==> src/rtl/bpe_pkg.sv <==
`default_nettype none
package bpe_pkg;
    localparam int AXES = 3;
    localparam int CFG_BITS = 4;
    localparam logic ACT_LOAD = 1'b0;
    localparam logic ACT_EVAL = 1'b1;
endpackage
`default_nettype wire

==> src/rtl/bpe_cell.sv <==
`default_nettype none
// One slot of the cascade: holds a point, lerps toward its right neighbor.
module bpe_cell
    import bpe_pkg::*;
#(
    parameter int COORD_BITS = 24,
    parameter int T_FRAC_BITS = 16
) (
    input  wire                                 clk,
    input  wire                                 load,
    input  wire  logic signed [COORD_BITS-1:0]  load_pt [AXES],
    input  wire                                 step,
    input  wire  logic        [T_FRAC_BITS-1:0] t,
    input  wire  logic signed [COORD_BITS-1:0]  right_pt [AXES],
    output logic signed [COORD_BITS-1:0]        pt [AXES]
);
    logic signed [COORD_BITS-1:0] pt_reg  [AXES];
    logic signed [COORD_BITS-1:0] pt_next [AXES];

    // lerp per axis, round to nearest
    always_comb
    begin
        for (int k = 0; k < AXES; k++)
        begin
            logic signed [COORD_BITS:0] d;
            logic signed [COORD_BITS+T_FRAC_BITS+1:0] p;
            d = COORD_BITS'(0) + ({right_pt[k][COORD_BITS-1], right_pt[k]}
                - {pt_reg[k][COORD_BITS-1], pt_reg[k]});
            p = d * $signed({1'b0, t})
                + $signed((COORD_BITS+T_FRAC_BITS+2)'(1) <<< (T_FRAC_BITS-1));
            pt_next[k] = pt_reg[k]
                + COORD_BITS'(p[COORD_BITS+T_FRAC_BITS+1:T_FRAC_BITS]);
        end
    end

    always_ff @(posedge clk)
    begin
        for (int k = 0; k < AXES; k++)
        begin
            if (load)
                pt_reg[k] <= load_pt[k];
            else if (step)
                pt_reg[k] <= pt_next[k];
        end
    end

    assign pt = pt_reg;
endmodule
`default_nettype wire

==> config.mk <==
export PLATFORM = sky130hd
export DESIGN_NAME = bpe_cell
export DESIGN_NICKNAME = d
export VERILOG_FILES = /design/src/rtl/bpe_pkg.sv /design/src/rtl/bpe_cell.sv
export SDC_FILE = /design/constraint.sdc
export NUM_CORES = 2
export LEC_CHECK = 0
export BUFFER_PORTS_ARGS = -buffer_cell sky130_fd_sc_hd__buf_4
export CORE_MARGIN = 1.5
export CORE_UTILIZATION = 59
export CTS_BUF_LIST = sky130_fd_sc_hd__clkbuf_2 sky130_fd_sc_hd__clkbuf_4 sky130_fd_sc_hd__clkbuf_8
export DETAILED_ROUTE_END_ITERATION = 10
export GPL_TIMING_DRIVEN = 0
export PLACE_DENSITY_LB_ADDON = 0.1
export SETUP_SLACK_MARGIN = 0.2
export SYNTH_ARGS = -nofsm -noshare
export SYNTH_HDL_FRONTEND = slang
export SYNTH_SLANG_ARGS = --single-unit
==> constraint.sdc <==
create_clock -name clk -period 11.3 [get_ports clk]
set_input_delay 2.26 -clock clk [delete_from_list [all_inputs] [get_ports clk]]
set_output_delay 2.26 -clock clk [all_outputs]
set_load 0.1 [all_outputs]
* Word-level counts from Yosys, hierarchy flattened *
Cells that the tools add are included.

word-level totals
  bits in registers = 72
  input bits = 163
  word-level logic and storage cells = 22
  output and inout bits = 72

cells by class
  $mul = 3
  reductions and logical operators = 1
  mux-type cells = 6
  $add $sub $neg = 9

operators by type and width
  kind                                                              number
  24-bit two-way mux                                                6
  40-bit by 17-bit adder with 40-bit output, second input constant  3
  25-bit by 17-bit multiplier with 40-bit output                    3
  24-bit by 24-bit subtractor with 25-bit output                    3
  24-bit adder                                                      3
  2-bit nonzero test                                                1

* Longest topological paths before layout *
  depth after elaboration = 6
  depth in mapped cells = 48
  gate-level depth less buffers = 47

* Worst setup path after synthesis *
OpenSTA, ideal clock, no wires.

  path type = input to register
  start = input right_pt[24] (netlist bit)
  end = register pt_reg, in the netlist pt[47], data pin
  stages on the path = 43
  data required time = 11.032 ns
  slack = -0.350 ns
  setup time = 0.268 ns
  arrival time = 11.382 ns
  path buffers = 1
  cell sequence = inv_1 ha_1 fa_1 nor2b_1 o31a_1 o211a_1 or3_1 a21oi_1 xnor2_1 clkbuf_1 and2_1 fa_1 inv_1 fa_1 fa_1 inv_1 fa_1 fa_1 (+7 left out) o21bai_1 a21oi_1 o21bai_1 a221o_1 a21oi_1 xnor2_1 ha_1 nand3_1 nand2_1 a31oi_1 a31oi_1 o21a_1 o21ai_0 o21ai_0 a31oi_1 xnor2_1 xor2_1 o21ai_0

on the way
  longest elaborated chain between the ends = 6

ends and longest elaborated chain
  element                                         line            source
  from (decl)                                     bpe_cell.sv:14  input wire logic signed [COORD_BITS-1:0] right_pt [AXES],
  24-bit by 24-bit subtractor with 25-bit output  bpe_cell.sv:28  - {pt_reg[k][COORD_BITS-1], pt_reg[k]});
  25-bit by 17-bit multiplier with 40-bit output  bpe_cell.sv:29  p = d * $signed({1'b0, t})
  40-bit by 17-bit adder with 40-bit output       bpe_cell.sv:30  + $signed((COORD_BITS+T_FRAC_BITS+2)'(1) <<< (T_FRAC_BITS-1));
  24-bit adder                                    bpe_cell.sv:32  + COORD_BITS'(p[COORD_BITS+T_FRAC_BITS+1:T_FRAC_BITS]);
  24-bit two-way mux                              bpe_cell.sv:42  else if (step)
  24-bit two-way mux                              bpe_cell.sv:40  if (load)
  to (signal, indexed assignment)                 bpe_cell.sv:41  pt_reg[k] <= load_pt[k];
  to (signal, indexed assignment)                 bpe_cell.sv:43  pt_reg[k] <= pt_next[k];
  to (decl)                                       bpe_cell.sv:17  logic signed [COORD_BITS-1:0] pt_reg [AXES];

Every way passes these cells. The select of a mux whose other input is x is not followed.
A chain may end at the register's enable or synchronous reset.

* Worst setup path after layout *
  start = input right_pt[24] (netlist bit)
  end = register pt_reg, in the netlist pt[46], data pin

Same word-level chain as after synthesis.

==> results.py <==
metrics = {
    "run_status": {
        "status": "complete, but fails checks",
        "violations": "capacitance limit, setup timing",
    },
    "cts": {
        "clkSlewWorstSetupHoldPaths_ns": 0.10,
        "cts_root_buf": "clkbuf_8",
        "numCtsBuffers": 9,
        "h-tree-depth": 3,
        "cts_tree": "yes",
        "clock_path_buffers": 2,
        "cts_hold_buffers": 0,
        "insertion_delay_ns": 0.55,
        "clkSinkCount": 72,
    },
    "detailed_routing": {
        "routed_wl_um": 168000,
        "firstDrtPassIters": 7,
        "vias": 41800,
        "avgRoutedWirePerCell_um": 22.2,
        "ant_nets": 0,
        "vias_per_cell": 5.52,
        "drt_iter0_drc": 3256,
        "drcViolationCount": 0,
    },
    "critical_path": {
        "crit_arrival_ns": 11.85,
        "critPathMostFrequentCell": "fa_1",
        "required_ns": 11.57,
        "crit_type": "in -> reg",
        "crit_path_max_fanout": 10,
        "slowest_delay_ns": 0.58,
        "cp_slowest_cell": "fa_2",
        "setup.worst_path.end_class": "flop",
        "cp-start-kind": "input port",
    },
    "global_route": {
        "grt_pass1_vias": 43200,
        "gr-usage-all-layers_pct": 38.3,
        "grtUsageMet3_pct": 9.29,
        "grtUsageMet2_pct": 59.0,
        "top_usage_layer": "met2",
        "grt_pass1_wl_um": 255000,
        "grt_max_degree": 49,
        "antenna_found_initial": 16,
        "grt.overflow.total": 0,
        "grtUsageMet1_pct": 52.3,
    },
    "job": {
        "cap_violations": 1,
    },
    "sta": {
        "slew_headroom_pct": 0.578,
        "worst_pin_slew_ns": 1.49,
        "finClkSkew_ns": 0.0488,
        "clock.fmax_mhz": 86.3,
        "timing.hold.ws_ns": 0.813,
        "setup_viol": 9,
        "fin_crit_sh_pct": 103,
        "finalMaxSlewViolations": 0,
        "rsz0062_at_grt": "true",
        "period_needed_ns": 11.58,
        "hold_viol_final": 0,
        "setup_ws_ns": -0.284,
    },
    "die": {
        "start_util_pct": 59.8,
        "ios": 235,
        "dieArea_mm2": 0.0899,
        "die_width_um": 300,
        "dieHeight_um": 300,
        "core_area_mm2": 0.0870,
        "row_count": 108,
    },
    "logic_synthesis": {
        "synth_compound_area_share_pct": 6.62,
        "synth_nets": 7717,
        "synth_fa_ha_area_share_pct": 55.9,
        "synth_top_family_by_area": "adder cells",
        "ys_types": 77,
        "synth.mux.area_fraction_pct": 0.272,
        "ys_seq_area_share_pct": 4.16,
        "syn_inst": 5913,
        "synth_xor_area_share_pct": 3.69,
        "async_flop_share_pct": 0,
        "synth_edf_count": 72,
        "postSynthAreaPerCell_um2": 8.80,
        "synth_simple_gate_area_share_pct": 16.4,
        "synth_flop_cell": "edfxtp_1",
        "yosysWarnings": 0,
        "synth_area_mm2": 0.0520,
        "ys_seq_elements": 72,
    },
    "final_layout": {
        "area_growth_pct": 17.2,
        "nets": 8210,
        "drive_gt1_share_pct": 16.5,
        "largest_reg_flops": 72,
    },
    "min_path": {
        "hp-class": "reg -> reg",
    },
    "placement": {
        "place_congestion": 1.01,
        "hpwl_um": 132000,
        "portBuffers": 222,
    },
}
## layer usage
metal | vias up | part of all wire, %
met3 | 313 | 11
met2 | 1938 | 45
met1 | 21100 | 40
li1 | 18500 | -
met4 | 2 | 4.2
met5 | - | 0.0077
## critical path, delay by kind of cell
family,cells,cell delay [ns]
XOR/XNOR,2,0.30
AND/OR/NAND/NOR,9,1.83
AO/OA/AOI/OAI,14,2.65
buffers and inverters,7,0.76
adder cells (fa/ha/maj),10,4.06
## synthesized netlist by cell type, drive strengths merged (11+ instances only)
library cell	number	area (µm²)
and3	14	87.6
edfxtp	72	2160
nand3	34	170
xnor2	139	1220
a21boi	11	82.6
a21oi	154	774
o211ai	11	82.6
a31oi	20	138
or2	15	93.8
a211oi	15	113
nand2	573	2150
nor3	49	245
xor2	75	657
clkbuf	212	796
o21ai	141	706
nor3b	12	95.1
o31ai	14	115
a21o	61	458
and2	643	4020
nor2	121	454
nand2b	44	275
o21a	41	308
nor2b	90	563
ha	501	6270
fa	1140	22800
o21bai	21	158
inv	1565	5870
nand4	12	75.1
## metrics by stage
step | cell area, µm² | instances | util (%) | setup slack [ns] | setup TNS [ns]
after floorplan | 52600 | 5913 | - | -0.0896 | -0.0958
after global placement | 55700 | 7290 | 64.0 | -2.03 | -59.18
after detailed placement | 55800 | 7291 | 64.1 | -2.09 | -63.13
after CTS | 59400 | 7492 | 68.3 | -0.209 | -0.480
after global routing | 60900 | 7570 | 70.0 | -0.620 | -6.34
final | 61000 | 7578 | 70.0 | -0.284 | -1.20
## timing repair
action                     4_1_cts  5_1_grt
setup buffers                  186       74
setup endpoints to repair       54       43
resized for setup              429      245
pin swaps                      313      217
hold endpoints to repair         0        0
## placed cells by master (no fill, tap or decap), types with 35 or more instances in the layout
cell type | Yosys | layout
ha_1 | 501 | 447
clkbuf_1 | 212 | 155
nand2b_1 | 44 | 43
a21oi_2 | 1 | 54
inv_1 | 1564 | 1526
fa_2 | 0 | 40
o21ai_0 | 135 | 77
ha_4 | 0 | 41
nor3_1 | 49 | 37
o21a_1 | 41 | 38
edfxtp_1 | 72 | 72
nor2b_1 | 90 | 84
and2_1 | 643 | 620
xnor2_1 | 139 | 97
buf_4 | 1 | 443
buf_6 | 0 | 35
nor2_1 | 121 | 101
a21o_1 | 61 | 61
xor2_1 | 75 | 59
fa_1 | 1140 | 1100
a21oi_1 | 153 | 85
nand2_1 | 572 | 555
## path summary, 6_finish.rpt
| path | start | end | slack, ns | depth (start not counted) |
|---|---|---|---|---|
| hold reg to reg | pt[24] | pt[24] | 0.81 | 2 |
| setup reg to reg | pt[25] | pt[46] | 0.94 | 43 |
| setup / recovery | right_pt[24] | pt[46] | -0.28 | 42 |
| hold / removal | pt[24] | pt[24] | 0.81 | 2 |
## area by class of cell
type	instances	area (µm²)
fill	6924	26100
clock buffer	9	124
timing repair buffer	483	3870
tap	1155	1450
inverter	1565	5890
sequential	72	2160
multi-input combinational	4056	46100
antenna	12	30.0
clock inverter	7	120
buffer	219	1160
## cell families after synthesis
family          after synthesis
compound gates              540
xor+xnor                    216
fa+ha+maj                  1641
simple gates               1646
mux                          13
buf+inv                    1785
flops                        72
Power is left out: the tool's default activity adds up to more than one toggle a clock period on the data nets, which glitch-free logic cannot reach.
